$ cat src/sphtsm_pkg.sv
package sphtsm_pkg;

	// Field widths
	localparam int DT_W  = 31;
	localparam int DEN_W = 32;
	localparam int NUM_W = 64;

	// Largest step, also "no limit"
	localparam logic [DT_W-1:0] DT_MAX = '1;

	// 1e-6 as a fraction of 2^32
	localparam logic [31:0] SAVE_EPS_Q32 = 32'd4295;

	// Limiter codes
	localparam logic [2:0] LIM_ACCEL  = 3'd0;
	localparam logic [2:0] LIM_CFL    = 3'd1;
	localparam logic [2:0] LIM_ENERGY = 3'd2;
	localparam logic [2:0] LIM_SMOOTH = 3'd3;
	localparam logic [2:0] LIM_SAVE   = 3'd4;

	// Register indexes
	typedef enum logic [1:0] {
		CFG_GAMMA   = 2'd0,
		CFG_COURANT = 2'd1,
		CFG_SAVE    = 2'd2,
		CFG_TIME    = 2'd3
	} sphtsm_cfg_idx_t;

	typedef struct packed {
		logic [DT_W-1:0] adiabatic_index;
		logic [DT_W-1:0] courant_factor;
		logic [DT_W-1:0] save_interval;
		logic [DT_W-1:0] current_time;
	} sphtsm_cfg_t;

	typedef struct packed {
		logic signed [31:0] accel_x;
		logic signed [31:0] accel_y;
		logic signed [31:0] accel_z;
		logic [DT_W-1:0]    smoothing_len;
		logic [DT_W-1:0]    energy;
		logic signed [31:0] energy_rate;
		logic signed [31:0] smoothing_rate;
		logic [DT_W-1:0]    pressure;
		logic [DT_W-1:0]    density;
		logic               last_particle;
	} sphtsm_in_t;

	typedef struct packed {
		logic [DT_W-1:0] dt_accel;
		logic [DT_W-1:0] dt_energy;
		logic [DT_W-1:0] dt_smoothing;
		logic [DT_W-1:0] dt_cfl;
		logic [DT_W-1:0] dt_save;
		logic [DT_W-1:0] dt_global;
		logic [2:0]      limiter;
	} sphtsm_out_t;

	// Classified particle as queued between front and back
	typedef struct packed {
		logic [31:0]     ax_mag;
		logic [31:0]     ay_mag;
		logic [31:0]     az_mag;
		logic [DT_W-1:0] h;
		logic [DT_W-1:0] u;
		logic [31:0]     dudt_mag;
		logic            cooling;
		logic [31:0]     dhdt_mag;
		logic            dh_nz;
		logic [DT_W-1:0] p;
		logic [DT_W-1:0] rho;
		logic            last;
	} sphtsm_item_t;

	typedef enum logic [4:0] {
		ST_IDLE,
		ST_SQ_X,
		ST_SQ_Y,
		ST_SQ_Z,
		ST_SQ_SUM,
		ST_PG,
		ST_A_ROOT,
		ST_A_DIV,
		ST_A_ROOT2,
		ST_E_DIV,
		ST_H_DIV,
		ST_C_DIV,
		ST_C_ROOT,
		ST_C_DIV2,
		ST_F_SMOOTH,
		ST_F_CFL,
		ST_F_EPS,
		ST_F_KDIV,
		ST_F_KS,
		ST_F_SAVE,
		ST_OUT
	} sphtsm_state_t;

	function automatic logic [DT_W-1:0] sat31(input logic [63:0] x);
		return (x > 64'(DT_MAX)) ? DT_MAX : x[DT_W-1:0];
	endfunction

	function automatic logic [31:0] mag32(input logic [31:0] v);
		return v[31] ? (32'd0 - v) : v;
	endfunction

endpackage

$ cat src/sphtsm_front.sv
module sphtsm_front import sphtsm_pkg::*; (
	input  logic         clk,
	input  logic         arst_n,
	input  logic         in_valid,
	output logic         in_ready,
	input  sphtsm_in_t   in_data,
	output logic         item_valid,
	input  logic         item_pop,
	output sphtsm_item_t item
);

	sphtsm_item_t mem_q [2];
	logic         wr_ptr_q;
	logic         rd_ptr_q;
	logic [1:0]   count_q;
	sphtsm_item_t cls;
	logic         push;

	// Classify: magnitudes and flags for the back end
	always_comb begin
		cls.ax_mag   = mag32(in_data.accel_x);
		cls.ay_mag   = mag32(in_data.accel_y);
		cls.az_mag   = mag32(in_data.accel_z);
		cls.h        = in_data.smoothing_len;
		cls.u        = in_data.energy;
		cls.dudt_mag = mag32(in_data.energy_rate);
		cls.cooling  = in_data.energy_rate[31];
		cls.dhdt_mag = mag32(in_data.smoothing_rate);
		cls.dh_nz    = (in_data.smoothing_rate != '0);
		cls.p        = in_data.pressure;
		cls.rho      = in_data.density;
		cls.last     = in_data.last_particle;
	end

	assign in_ready   = (count_q != 2'd2);
	assign push       = in_valid & in_ready;
	assign item_valid = (count_q != 2'd0);
	assign item       = mem_q[rd_ptr_q];

	// Two-entry queue
	always_ff @(posedge clk or negedge arst_n) begin
		if (!arst_n) begin
			wr_ptr_q <= 1'b0;
			rd_ptr_q <= 1'b0;
			count_q  <= 2'd0;
		end else begin
			if (push) wr_ptr_q <= ~wr_ptr_q;
			if (item_pop) rd_ptr_q <= ~rd_ptr_q;
			count_q <= count_q + 2'(push) - 2'(item_pop);
		end
	end

	always_ff @(posedge clk) begin
		if (push) mem_q[wr_ptr_q] <= cls;
	end

endmodule

$ cat config.mk
export PLATFORM = sky130hd
export DESIGN_NAME = sphtsm_front
export DESIGN_NICKNAME = d
export VERILOG_FILES = /design/src/sphtsm_pkg.sv /design/src/sphtsm_front.sv
export SDC_FILE = /design/constraint.sdc
export NUM_CORES = 1
export LEC_CHECK = 0
export ABC_AREA = 0
export ABC_CLOCK_PERIOD_IN_PS = 18600
export BUFFER_PORTS_ARGS = -buffer_cell sky130_fd_sc_hd__buf_2
export CORE_MARGIN = 2
export CORE_UTILIZATION = 26
export DETAILED_ROUTE_END_ITERATION = 8
export SLEW_MARGIN = 20
export SYNTH_ARGS = -nofsm -noshare
export SYNTH_HDL_FRONTEND = slang
export SYNTH_SLANG_ARGS = --single-unit
$ cat constraint.sdc
create_clock -name clk -period 18.6 [get_ports clk]
set_input_delay 0.93 -clock clk [delete_from_list [all_inputs] [get_ports clk]]
set_output_delay 0.93 -clock clk [all_outputs]
set_load 0.01 [all_outputs]
Word level (Yosys, flattened, before mapping)
Memories as Yosys holds them, arrays and structs flattened.
Index checks and enable logic that the tools add are counted.
Operators by class
  add/subtract/negate cells: 7
  equality and inequality tests: 1
  muxes and demuxes: 7
  bitwise logic cells: 3
  reduce and logical (&&, ||, !) cells: 2
Operators with widths (count)
  32-bit 2-to-1 mux: 5
  1-bit by 32-bit subtractor with 32-bit output (first input constant): 5
  32-bit nonzero test: 1
  2-bit by 1-bit adder with 2-bit output: 1
  1-bit 2-to-1 mux: 2
  2-bit != test (second input constant): 1
  1-bit inverter: 2
  2-bit nonzero test: 1
  2-bit by 1-bit subtractor with 2-bit output: 1
  1-bit bitwise AND: 1
Storage, ports and cells
  flip-flop bits (word level): 4
  RAM bits: 574
  output and inout port bits: 289
  memories kept: 1
Memories
  mem_q: depth 2, bits a word 287, read ports 1, clocked after Yosys merged registers in 0, write ports 1, line sphtsm_front.sv:12  | sphtsm_item_t mem_q [2];

Depth between registers and ports, before layout
  depth after elaboration: 4
  gate-level depth with buffers: 7
  mapped depth without buffers: 7

Least setup slack after synthesis
No wires, ideal clock.
  path type: in2reg
  start point: in in_valid
  end point: mem mem_q[0][0] (netlist bit) (enable)
  library setup time: 0.941 ns
  data arrival time: 12.909 ns
  required time: 17.659 ns
  setup slack: 4.750 ns
  stages on the path: 2
  cells stage by stage: nand2_1 nor2_1
Between the ends
  longest elaborated chain between the ends: 3
Ends and longest elaborated chain
  from (decl): line sphtsm_front.sv:4  | input logic in_valid,
  1-bit bitwise AND: line sphtsm_front.sv:36  | assign push = in_valid & in_ready;
  1-bit 2-to-1 mux: line sphtsm_front.sv:54  | if (push) mem_q[wr_ptr_q] <= cls;
  1-bit 2-to-1 mux (not written as such): line sphtsm_front.sv:54
  to (decl): line sphtsm_front.sv:12
No other way between the ends.

==> flow_metrics.py <==
metrics = {
    "logic_synthesis": {
        "synthTopCellsByCount": "574 x edfxtp_1, 287 x mux2_2, 148 x xnor2_1",
        "yosys.cell_types.count": 36,
        "synth.most_common_cell": "edfxtp_1",
        "ys.flop_type": "edfxtp_1",
        "synth_area_leaders": "edfxtp_1 71%, mux2_2 13%, xnor2_1 5.4%, o31ai_1 1.5%, o41ai_1 1.4%",
        "synth-edff-count": 574,
        "yosysTopAreaCell": "edfxtp_1",
        "syn_nets": 1690,
        "synth_area_um2": 24200,
        "synth_cells": 1394,
        "yosys_warnings": 0,
        "yosys.area.top_type_share_pct": 71.3,
        "async_reset_ff_share_pct": 0.692,
        "avgSynthCellArea_um2": 17.3,
        "synth.yosys.seq_area_share_pct": 71.7,
        "ys_ff_latch": 578,
    },
    "placed_design": {
        "dp.cells": 3175,
        "portBuffers": 577,
        "hpwl_um": 45600,
        "gp_congestion": 0.840,
    },
    "critical_path": {
        "crit_arrival_ns": 3.79,
        "rr_startpoint": "count_q[1]",
        "cp.depth": 4,
        "criticalPathCategory": "flop to primary output",
        "crit_top_cell": "buf_4",
        "cp.buffers_inverters": 3,
        "worst-path-max-fanout": 73,
        "end_kind": "primary output",
        "cp.required_ns": 17.67,
        "start_kind": "flop",
        "cp_cell_sequence": "buf_4, buf_4, mux2_2, buf_2",
        "critPathSlowestCell": "buf_4",
        "crit_family": "buffers and inverters",
        "rr_endpoint": "mem_q[0][226]",
        "cp_slowest_stage_delay_ns": 0.80,
        "r2r_slack_ns": 15.24,
        "r2r_cells": 5,
    },
    "floorplan": {
        "boundaryPins": 578,
        "fp.dieArea_um2": 95500,
        "row_count": 111,
        "die_h_um": 309,
        "core_um2": 91900,
        "fp.dieW_um": 309,
        "initial_core_util_pct": 26.3,
    },
    "sta": {
        "timing.final.hold_violations": 0,
        "worst_pin_slew_ns": 1.07,
        "rsz0062_at_grt": "false",
        "final.setup.tns_ns": 0,
        "fin_crit_ns": 4.72,
        "fin_skew_ns": 0.0171,
        "setup_viol": 0,
        "maxSlewViolCount": 0,
        "relSlewSlack_pct": 28.9,
        "timing.fmax_mhz": 212,
        "fin_crit_sh_pct": 25.4,
    },
    "pwr": {
        "power.density_nw_per_um2": 147,
        "p_leak_nw": 10.8,
        "vdd_drop_max_v": 0.0000834,
        "power_mw": 4.54,
    },
    "global_routing": {
        "antenna_found_initial": 17,
        "grt_pass1_vias": 15500,
        "grt_max_degree": 142,
        "grt_usage_pct": 12.8,
        "gr-total-overflow": 0,
        "grt_pass1_wl_um": 92200,
    },
    "drt": {
        "routed_wl_um": 63900,
        "drt_first_iter_violations": 1025,
        "viasPerCell": 4.41,
        "dr.pass1.iters": 5,
        "routed-via-count": 14600,
        "ant_nets": 0,
        "wl_per_cell_um": 19.3,
        "drc": 0,
    },
    "clocking": {
        "cts_setup_buffers": 0,
        "clock_latency_ns": 0.61,
        "cts.sinks": 578,
        "cts_buffers": 68,
        "cts_tree": "built",
        "clockRootBuffer": "clkbuf_16",
        "htree_num_levels": 3,
        "cts_buffer_depth": 3,
        "clk_transition_reported_paths_ns": 0.06,
        "holdBufCountCts": 0,
        "cts_resized": 0,
    },
    "cells_and_area": {
        "nNetsFinal": 2298,
        "final_cells": 3306,
        "layout-area-overhead-vs-synth_pct": 27.5,
        "drive_gt1_share_pct": 48.8,
    },
    "outcome": {
        "outcome": "completed",
    },
    "worst_hold_path": {
        "hp-class": "primary input to asynchronous set/reset pin",
    },
    "job": {
        "cap_violations": 0,
    },
}
## worst max-delay path by stage
stage          startpoint     endpoint  slack (ns)
6_report         rd_ptr_q    item[171]       13.88
5_1_grt          rd_ptr_q    item[169]       13.61
4_1_cts          rd_ptr_q    item[169]       13.80
3_5_place_dp     rd_ptr_q    item[169]       14.50
3_3_place_gp     rd_ptr_q    item[172]       14.64
2_1_floorplan    in_valid  mem_q[0][0]        4.75
## flip-flops by register name, summed over array words and instances, names as in the netlist
name / flops
wr_ptr_q: 1
count_q: 2
rd_ptr_q: 1
mem_q: 574
## layout by cell type (no fill, tap or decap), types with 11 or more instances in the layout
cell and instances:
clkinv_1 13, buf_2 577, nand2_1 49, edfxtp_1 574, nor2_1 15, mux2_2 287
o41ai_1 40, diode_2 12, clkbuf_16 70, o21ai_0 35, nor4_1 11, nor3_1 23
or3_1 15, xnor2_1 148, o31ai_1 48, inv_1 13
## cell type report
class                      count  area (um^2)
antenna                       12         30.0
clock buffer                  78         1810
clock inverter                41          443
fill                        9029        61100
inverter                      13         48.8
multi-input combinational    753         6610
sequential                   578        17300
tap                         1243         1560
timing repair buffer         588         2980
## worst reg2reg max path, delay by kind of cell, from the launching register on
| kind | cells | cell delay [ns] |
|---|---|---|
| and+or+nand+nor | 3 | 0.76 |
| buffers and inverters | 2 | 1.76 |
| DFF | 1 | 0.40 |
## metrics by stage
step	instance area (um^2)	hold slack, ns	worst slack (ns)	util (%)
6_report	30800	0.147	13.88	33.5
3_3_place_gp	28500	0.492	14.64	31.0
3_5_place_dp	28500	0.519	14.50	31.0
5_1_grt	30800	0.109	13.61	33.5
2_1_floorplan	24200	0.461	4.75	-
4_1_cts	30800	0.0847	13.80	33.5
## power by group
| group | internal (mW) | switching (mW) |
|---|---|---|
| combinational | 0.555 | 0.764 |
| sequential | 1.80 | 0.0834 |
| clock | 0.811 | 0.528 |
| total | 3.17 | 1.38 |
## kinds of logic (layout without fill, tap and decap cells)
family                     Yosys count  count (layout)  synth area share, %
AOI/OAI and AO/OA                  125             125                 3.80
and+or+nand+nor                    185             185                 4.37
adders and majority gates            7               7                0.362
muxes                              287             287                 13.4
buffers and inverters               63             720                 1.02
DFF                                578             578                 71.7
other                                0              12                    0
xor gates and xnor gates           149             149                 5.40
## metal layers
metal	vias to the layer above	routed length [um]	global-route usage [%]
li1	6720	-	-
met1	7256	24100	13.9
met2	452	32700	22.4
met3	146	4570	4.18
met4	10	2490	6.10
met5	-	68	0
No activity file was read; power rests on OpenSTA's default activity.
